`src/sv/swst_pkg.sv`:
```
`timescale 1ns / 1ps
// Shared types, widths, status codes and helpers for the seed window sorted table.
// No dependencies; every other file in this folder imports this package.
package swst_pkg;

    localparam int DEPTH   = 64;
    localparam int IDX_W   = $clog2(DEPTH);
    localparam int CNT_W   = IDX_W + 1;
    localparam int RPOS_W  = 16;
    localparam int GPOS_W  = 34;
    localparam int LEN_W   = 16;
    localparam int LOG_W   = $clog2(LEN_W);
    localparam int SCORE_W = LEN_W + 1;
    localparam int STAT_W  = 4;
    localparam int CFG_W   = 7;

    localparam logic [STAT_W-1:0] ST_INSERTED = 4'd0;
    localparam logic [STAT_W-1:0] ST_EVICTED  = 4'd1;
    localparam logic [STAT_W-1:0] ST_REPLACED = 4'd2;
    localparam logic [STAT_W-1:0] ST_KEPT     = 4'd3;
    localparam logic [STAT_W-1:0] ST_DUP      = 4'd4;
    localparam logic [STAT_W-1:0] ST_SHORT    = 4'd5;
    localparam logic [STAT_W-1:0] ST_ANCHORS  = 4'd6;
    localparam logic [STAT_W-1:0] ST_TOOSHORT = 4'd7;
    localparam logic [STAT_W-1:0] ST_READ     = 4'd8;

    localparam logic [LEN_W-1:0] UNSET_MIN = '1;

    localparam logic FUNC_INSERT = 1'b0;
    localparam logic FUNC_READ   = 1'b1;

    typedef struct packed {
        logic [RPOS_W-1:0]  read_start;
        logic [GPOS_W-1:0]  genome_start;
        logic [LEN_W-1:0]   length;
        logic [SCORE_W-1:0] score;
        logic               anchor;
    } entry_t;

    typedef struct packed {
        logic               func;
        logic [RPOS_W-1:0]  seed_read_start;
        logic [GPOS_W-1:0]  seed_genome_start;
        logic [LEN_W-1:0]   seed_length;
        logic               seed_anchor;
        logic [IDX_W-1:0]   slot_index;
    } in_t;

    typedef struct packed {
        logic [STAT_W-1:0]  status;
        logic [RPOS_W-1:0]  entry_read_start;
        logic [GPOS_W-1:0]  entry_genome_start;
        logic [LEN_W-1:0]   entry_length;
        logic [SCORE_W-1:0] entry_score;
        logic               entry_anchor;
        logic [CNT_W-1:0]   entry_count;
        logic [CNT_W-1:0]   anchor_count;
        logic [LEN_W-1:0]   full_min_length;
    } out_t;

    typedef struct packed {
        logic load_seed;
        logic take_left;
        logic take_right;
    } cell_ctrl_t;

    function automatic logic [LOG_W-1:0] floor_log2(input logic [LEN_W-1:0] v);
        logic [LOG_W-1:0] r;
        r = '0;
        for (int i = 0; i < LEN_W; i++)
        begin
            if (v[i])
            begin
                r = LOG_W'(i);
            end
        end
        return r;
    endfunction

    function automatic logic [SCORE_W-1:0] seed_score(input logic [LEN_W-1:0] len);
        logic [SCORE_W-1:0] s;
        if (len == '0)
        begin
            s = '0;
        end
        else
        begin
            s = SCORE_W'(len) + SCORE_W'(floor_log2(len));
        end
        return s;
    endfunction

endpackage

```
`src/sv/swst_cell.sv`:
```
`timescale 1ns / 1ps
// One table slot: holds an entry, tests it against the current seed, shifts with neighbors.
// Depends on swst_pkg.
module swst_cell (
    input  logic                clk,
    input  swst_pkg::entry_t    seed,
    input  swst_pkg::entry_t    left_entry,
    input  swst_pkg::entry_t    right_entry,
    input  swst_pkg::cell_ctrl_t ctrl,
    output swst_pkg::entry_t    entry,
    output logic                overlap,
    output logic                le
);
    import swst_pkg::*;

    entry_t entry_reg;
    entry_t entry_next;

    logic [GPOS_W:0]  diag_a;
    logic [GPOS_W:0]  diag_b;
    logic [RPOS_W:0]  e_end;
    logic [RPOS_W:0]  s_end;
    logic [RPOS_W:0]  e_rs;
    logic [RPOS_W:0]  s_rs;
    logic             start_in;
    logic             end_in;

    always_comb
    begin
        diag_a   = (GPOS_W+1)'(seed.genome_start) + (GPOS_W+1)'(entry_reg.read_start);
        diag_b   = (GPOS_W+1)'(entry_reg.genome_start) + (GPOS_W+1)'(seed.read_start);
        e_rs     = (RPOS_W+1)'(entry_reg.read_start);
        s_rs     = (RPOS_W+1)'(seed.read_start);
        e_end    = e_rs + (RPOS_W+1)'(entry_reg.length);
        s_end    = s_rs + (RPOS_W+1)'(seed.length);
        start_in = (s_rs >= e_rs) && (s_rs < e_end);
        end_in   = (s_end > e_rs) && (s_end <= e_end);
        overlap  = (diag_a == diag_b) && (start_in || end_in);
        le       = (entry_reg.read_start <= seed.read_start);
    end

    always_comb
    begin
        entry_next = entry_reg;
        if (ctrl.load_seed)
        begin
            entry_next = seed;
        end
        else if (ctrl.take_left)
        begin
            entry_next = left_entry;
        end
        else if (ctrl.take_right)
        begin
            entry_next = right_entry;
        end
    end

    always_ff @(posedge clk)
    begin
        entry_reg <= entry_next;
    end

    assign entry = entry_reg;

endmodule

```
`config.mk`:
```
export PLATFORM = sky130hd
export DESIGN_NAME = swst_cell
export DESIGN_NICKNAME = d
export VERILOG_FILES = /design/src/sv/swst_pkg.sv /design/src/sv/swst_cell.sv
export SDC_FILE = /design/constraint.sdc
export NUM_CORES = 1
export LEC_CHECK = 0
export BUFFER_PORTS_ARGS = -buffer_cell sky130_fd_sc_hd__buf_2
export CORE_ASPECT_RATIO = 1.4
export CORE_UTILIZATION = 45
export DETAILED_ROUTE_END_ITERATION = 10
export GPL_TIMING_DRIVEN = 0
export PLACE_DENSITY = 0.84
export SKIP_LAST_GASP = 1
export SYNTH_ARGS = -nofsm -noshare
export SYNTH_HDL_FRONTEND = slang
export SYNTH_SLANG_ARGS = --single-unit
export TNS_END_PERCENT = 1
```
`constraint.sdc`:
```
create_clock -name clk -period 9.5 [get_ports clk]
set_input_delay 2.375 -clock clk [delete_from_list [all_inputs] [get_ports clk]]
set_output_delay 2.375 -clock clk [all_outputs]
set_load 0.05 [all_outputs]
```
==> impl_metrics.py <==
metrics = {
    "status": {
        "status": "finished, final reports clean",
    },
    "cts": {
        "cts.sinks": 84,
        "cts_buffers": 9,
        "cts_setup_buffers": 0,
        "cts_resized": 0,
        "cts.path.max_buffers": 2,
        "cts_tree": "built",
        "path_clk_slew_ns": 0.07,
        "postCtsHoldBufs": 0,
        "cts_root_buf": "clkbuf_16",
        "cts_htree_levels": 3,
    },
    "timing": {
        "rsz0062_at_grt": "no",
        "relSlewSlack_pct": 27.5,
        "fmax_mhz": 112,
        "min_period_ns": 8.94,
        "setup_violations": 0,
        "setup_tns_ns": 0,
        "slew_viol_final": 0,
        "timing_hold_violations_final": 0,
        "setup_slack_ns": 0.560,
        "fin_crit_sh_pct": 94.1,
        "tightest_slew_ns": 1.09,
    },
    "die": {
        "die_x_um": 127,
        "start_util_pct": 46.2,
        "ios": 342,
        "rows": 63,
        "die_h_um": 177,
        "die_area_um2": 22500,
        "core_area_um2": 21400,
    },
    "global_route": {
        "overflow": 0,
        "grt_max_degree": 64,
        "grt_pass1_wl_mm": 50.2,
        "gr-usage-all-layers_pct": 29.1,
        "grt_pass1_vias": 9857,
        "antenna_found_initial": 2,
    },
    "pwr": {
        "powerDensity_nw_per_um2": 157,
        "p_leak_nw": 5.84,
        "worst_ir_drop_vdd_uv": 104,
    },
    "critical_path": {
        "crit_cells": 20,
        "crit_family": "simple AND/OR/NAND/NOR gates",
        "worstSetupEndpointType": "output port",
        "required_ns": 7.13,
        "path_cells": "buf_2 -> ha_1 -> and4_1 -> nand2_1 -> or3b_2 -> a21boi_0 -> o21ai_0 -> nand2b_1 -> a21oi_1 -> o21bai_1 -> a21oi_1 -> xnor2_1 -> ha_1 -> nand2_1 -> nor4_1 -> nand3_1 -> a221oi_1 -> a21oi_1 -> o2111a_1 -> buf_2",
        "critPathMaxFanout": 5,
        "cpMostUsedCell": "a21oi_1",
        "crit_path_end": "overlap",
        "max_stage_delay_ns": 0.50,
        "path_class": "primary input to output port",
        "startpoint": "seed[75]",
        "crit_arrival_ns": 6.56,
        "cp.buffers_inverters": 2,
        "startpoint_type": "primary input",
        "slowest_stage": "or3b_2",
    },
    "synthesis": {
        "synth_fp_nets": 1512,
        "synth_edf_count": 84,
        "yosys_warnings": 0,
        "synth_area_leaders": "edfxtp_1 26%, ha_1 16%, mux2i_1 9.0%",
        "ys_types": 69,
        "synthCells": 1128,
        "synth_ff_type": "edfxtp_1",
        "synthArstFlopShare_pct": 0,
        "netlist_area_um2": 9860,
        "netlist.area_leader.share_pct": 25.6,
        "ys_seq_elements": 84,
        "synth_top_area_cell": "edfxtp_1",
        "synth.yosys.seq_area_share_pct": 25.6,
        "avgSynthCellArea_um2": 8.74,
    },
    "routing": {
        "drtIter0Drc": 546,
        "wl_met1_mm": 13.1,
        "num_vias": 9993,
        "drt-total-wl_mm": 33.2,
        "wl_per_cell_um": 18.7,
        "ant_nets": 0,
        "met2WireLength_mm": 17.0,
        "route.detailed.drc": 0,
        "wl_met3_mm": 1.94,
        "highest_layer": "met4",
        "via_per_inst": 5.63,
        "drt-pass1-iter-count": 6,
    },
    "placed_design": {
        "dpl_cell_area_um2": 11900,
        "hpwl_mm": 27.1,
        "place_inst": 1758,
        "io_buffers": 337,
        "globalplace.congestion": 0.914,
        "pre_cts_slack_ns": 0.658,
    },
    "layout": {
        "utilization_pct": 57.2,
        "final_nets": 1861,
        "design_area_um2": 12200,
        "syn_to_final_growth_pct": 24.0,
        "final_cells": 1776,
        "drive_gt1_share_pct": 25.0,
        "largest_register_ffs": 84,
    },
    "flow_run": {
        "cap_violations": 0,
    },
    "worst_hold_path": {
        "hp-class": "primary input to flip-flop",
    },
}
==> layout make-up <==
cell class | count | area (um^2)
antenna | 2 | 5.00
buffer | 33 | 128
multi-input combinational | 953 | 7000
clock inverter | 7 | 50.0
tap | 292 | 365
fill | 1965 | 9140
sequential | 84 | 2520
inverter | 58 | 218
timing repair buffer | 338 | 1710
clock buffer | 9 | 225
==> per-stage QoR <==
| stage | hold WS [ns] | power, mW |
|---|---|---|
| finish | 2.29 | 1.92 |
| global route | 2.29 | 2.04 |
| CTS | 2.27 | 1.92 |
| detailed placement | 2.66 | 1.56 |
| global placement | 2.65 | 1.54 |
| floorplan | 2.56 | 1.28 |
==> worst min-delay path by stage <==
| stage | start | cells after the start | slack (ns) | endpoint |
|---|---|---|---|---|
| after floorplan | seed[19] | 2 | 2.56 | entry[19]$_DFFE_PP_ |
| after global placement | seed[9] | 3 | 2.65 | entry[9]$_DFFE_PP_ |
| after detailed placement | seed[6] | 3 | 2.66 | entry[6]$_DFFE_PP_ |
| after CTS | seed[1] | 3 | 2.27 | entry[1]$_DFFE_PP_ |
| after global routing | seed[1] | 3 | 2.29 | entry[1]$_DFFE_PP_ |
| final | seed[15] | 3 | 2.29 | entry[15]$_DFFE_PP_ |
==> report_power, final <==
part	total (mW)	internal, mW	switching, mW
clock network	0.349	0.178	0.171
registers	0.507	0.459	0.0480
logic	1.06	0.421	0.644
total	1.92	1.06	0.863
==> Yosys cell counts, drive strengths merged, types with 24 or more instances <==
cell type and instances:
mux2i 89, nor2 46, edfxtp 84, o21ai 123, clkbuf 28, nor3 24, nand2 134, a21o 29
inv 58, ha 124, xor2 34, xnor2 70, a21oi 62, nand3 26
==> kinds of logic after synthesis <==
group / after synthesis / share of synthesized area [%]
simple gates: 315 / 15.4
buf+inv: 91 / 3.50
mux: 89 / 9.04
flops: 84 / 25.6
fa+ha+maj: 131 / 16.9
xor+xnor: 107 / 9.92
compound gates: 311 / 19.7
==> per-layer routing <==
metal,GRT usage (%),up-vias
met5,0,-
met4,13.2,0
met3,3.96,69
met2,53.8,383
met1,32.9,4644
li1,-,4897
==> placed cells by master (no fill, tap or decap), drive strengths merged, types with 6 or more instances in the layout <==
| cell type | synthesis | final |
|---|---|---|
| nor3 | 24 | 24 |
| nor2b | 9 | 9 |
| o21ai | 123 | 123 |
| o31ai | 6 | 6 |
| inv | 58 | 60 |
| mux2i | 89 | 89 |
| clkbuf | 28 | 37 |
| nand2 | 134 | 134 |
| xnor2 | 70 | 70 |
| nand3 | 26 | 26 |
| and2 | 6 | 6 |
| nor2 | 46 | 46 |
| buf | 5 | 343 |
| ha | 124 | 124 |
| o21a | 14 | 14 |
| xor2 | 34 | 34 |
| a21o | 29 | 29 |
| o21bai | 6 | 6 |
| edfxtp | 84 | 84 |
| nand4 | 18 | 18 |
| nand2b | 8 | 8 |
| and3 | 8 | 8 |
| a31oi | 14 | 14 |
| o211ai | 9 | 9 |
| a21oi | 62 | 62 |
| a211oi | 13 | 13 |
(Power assumes the default switching activity.)
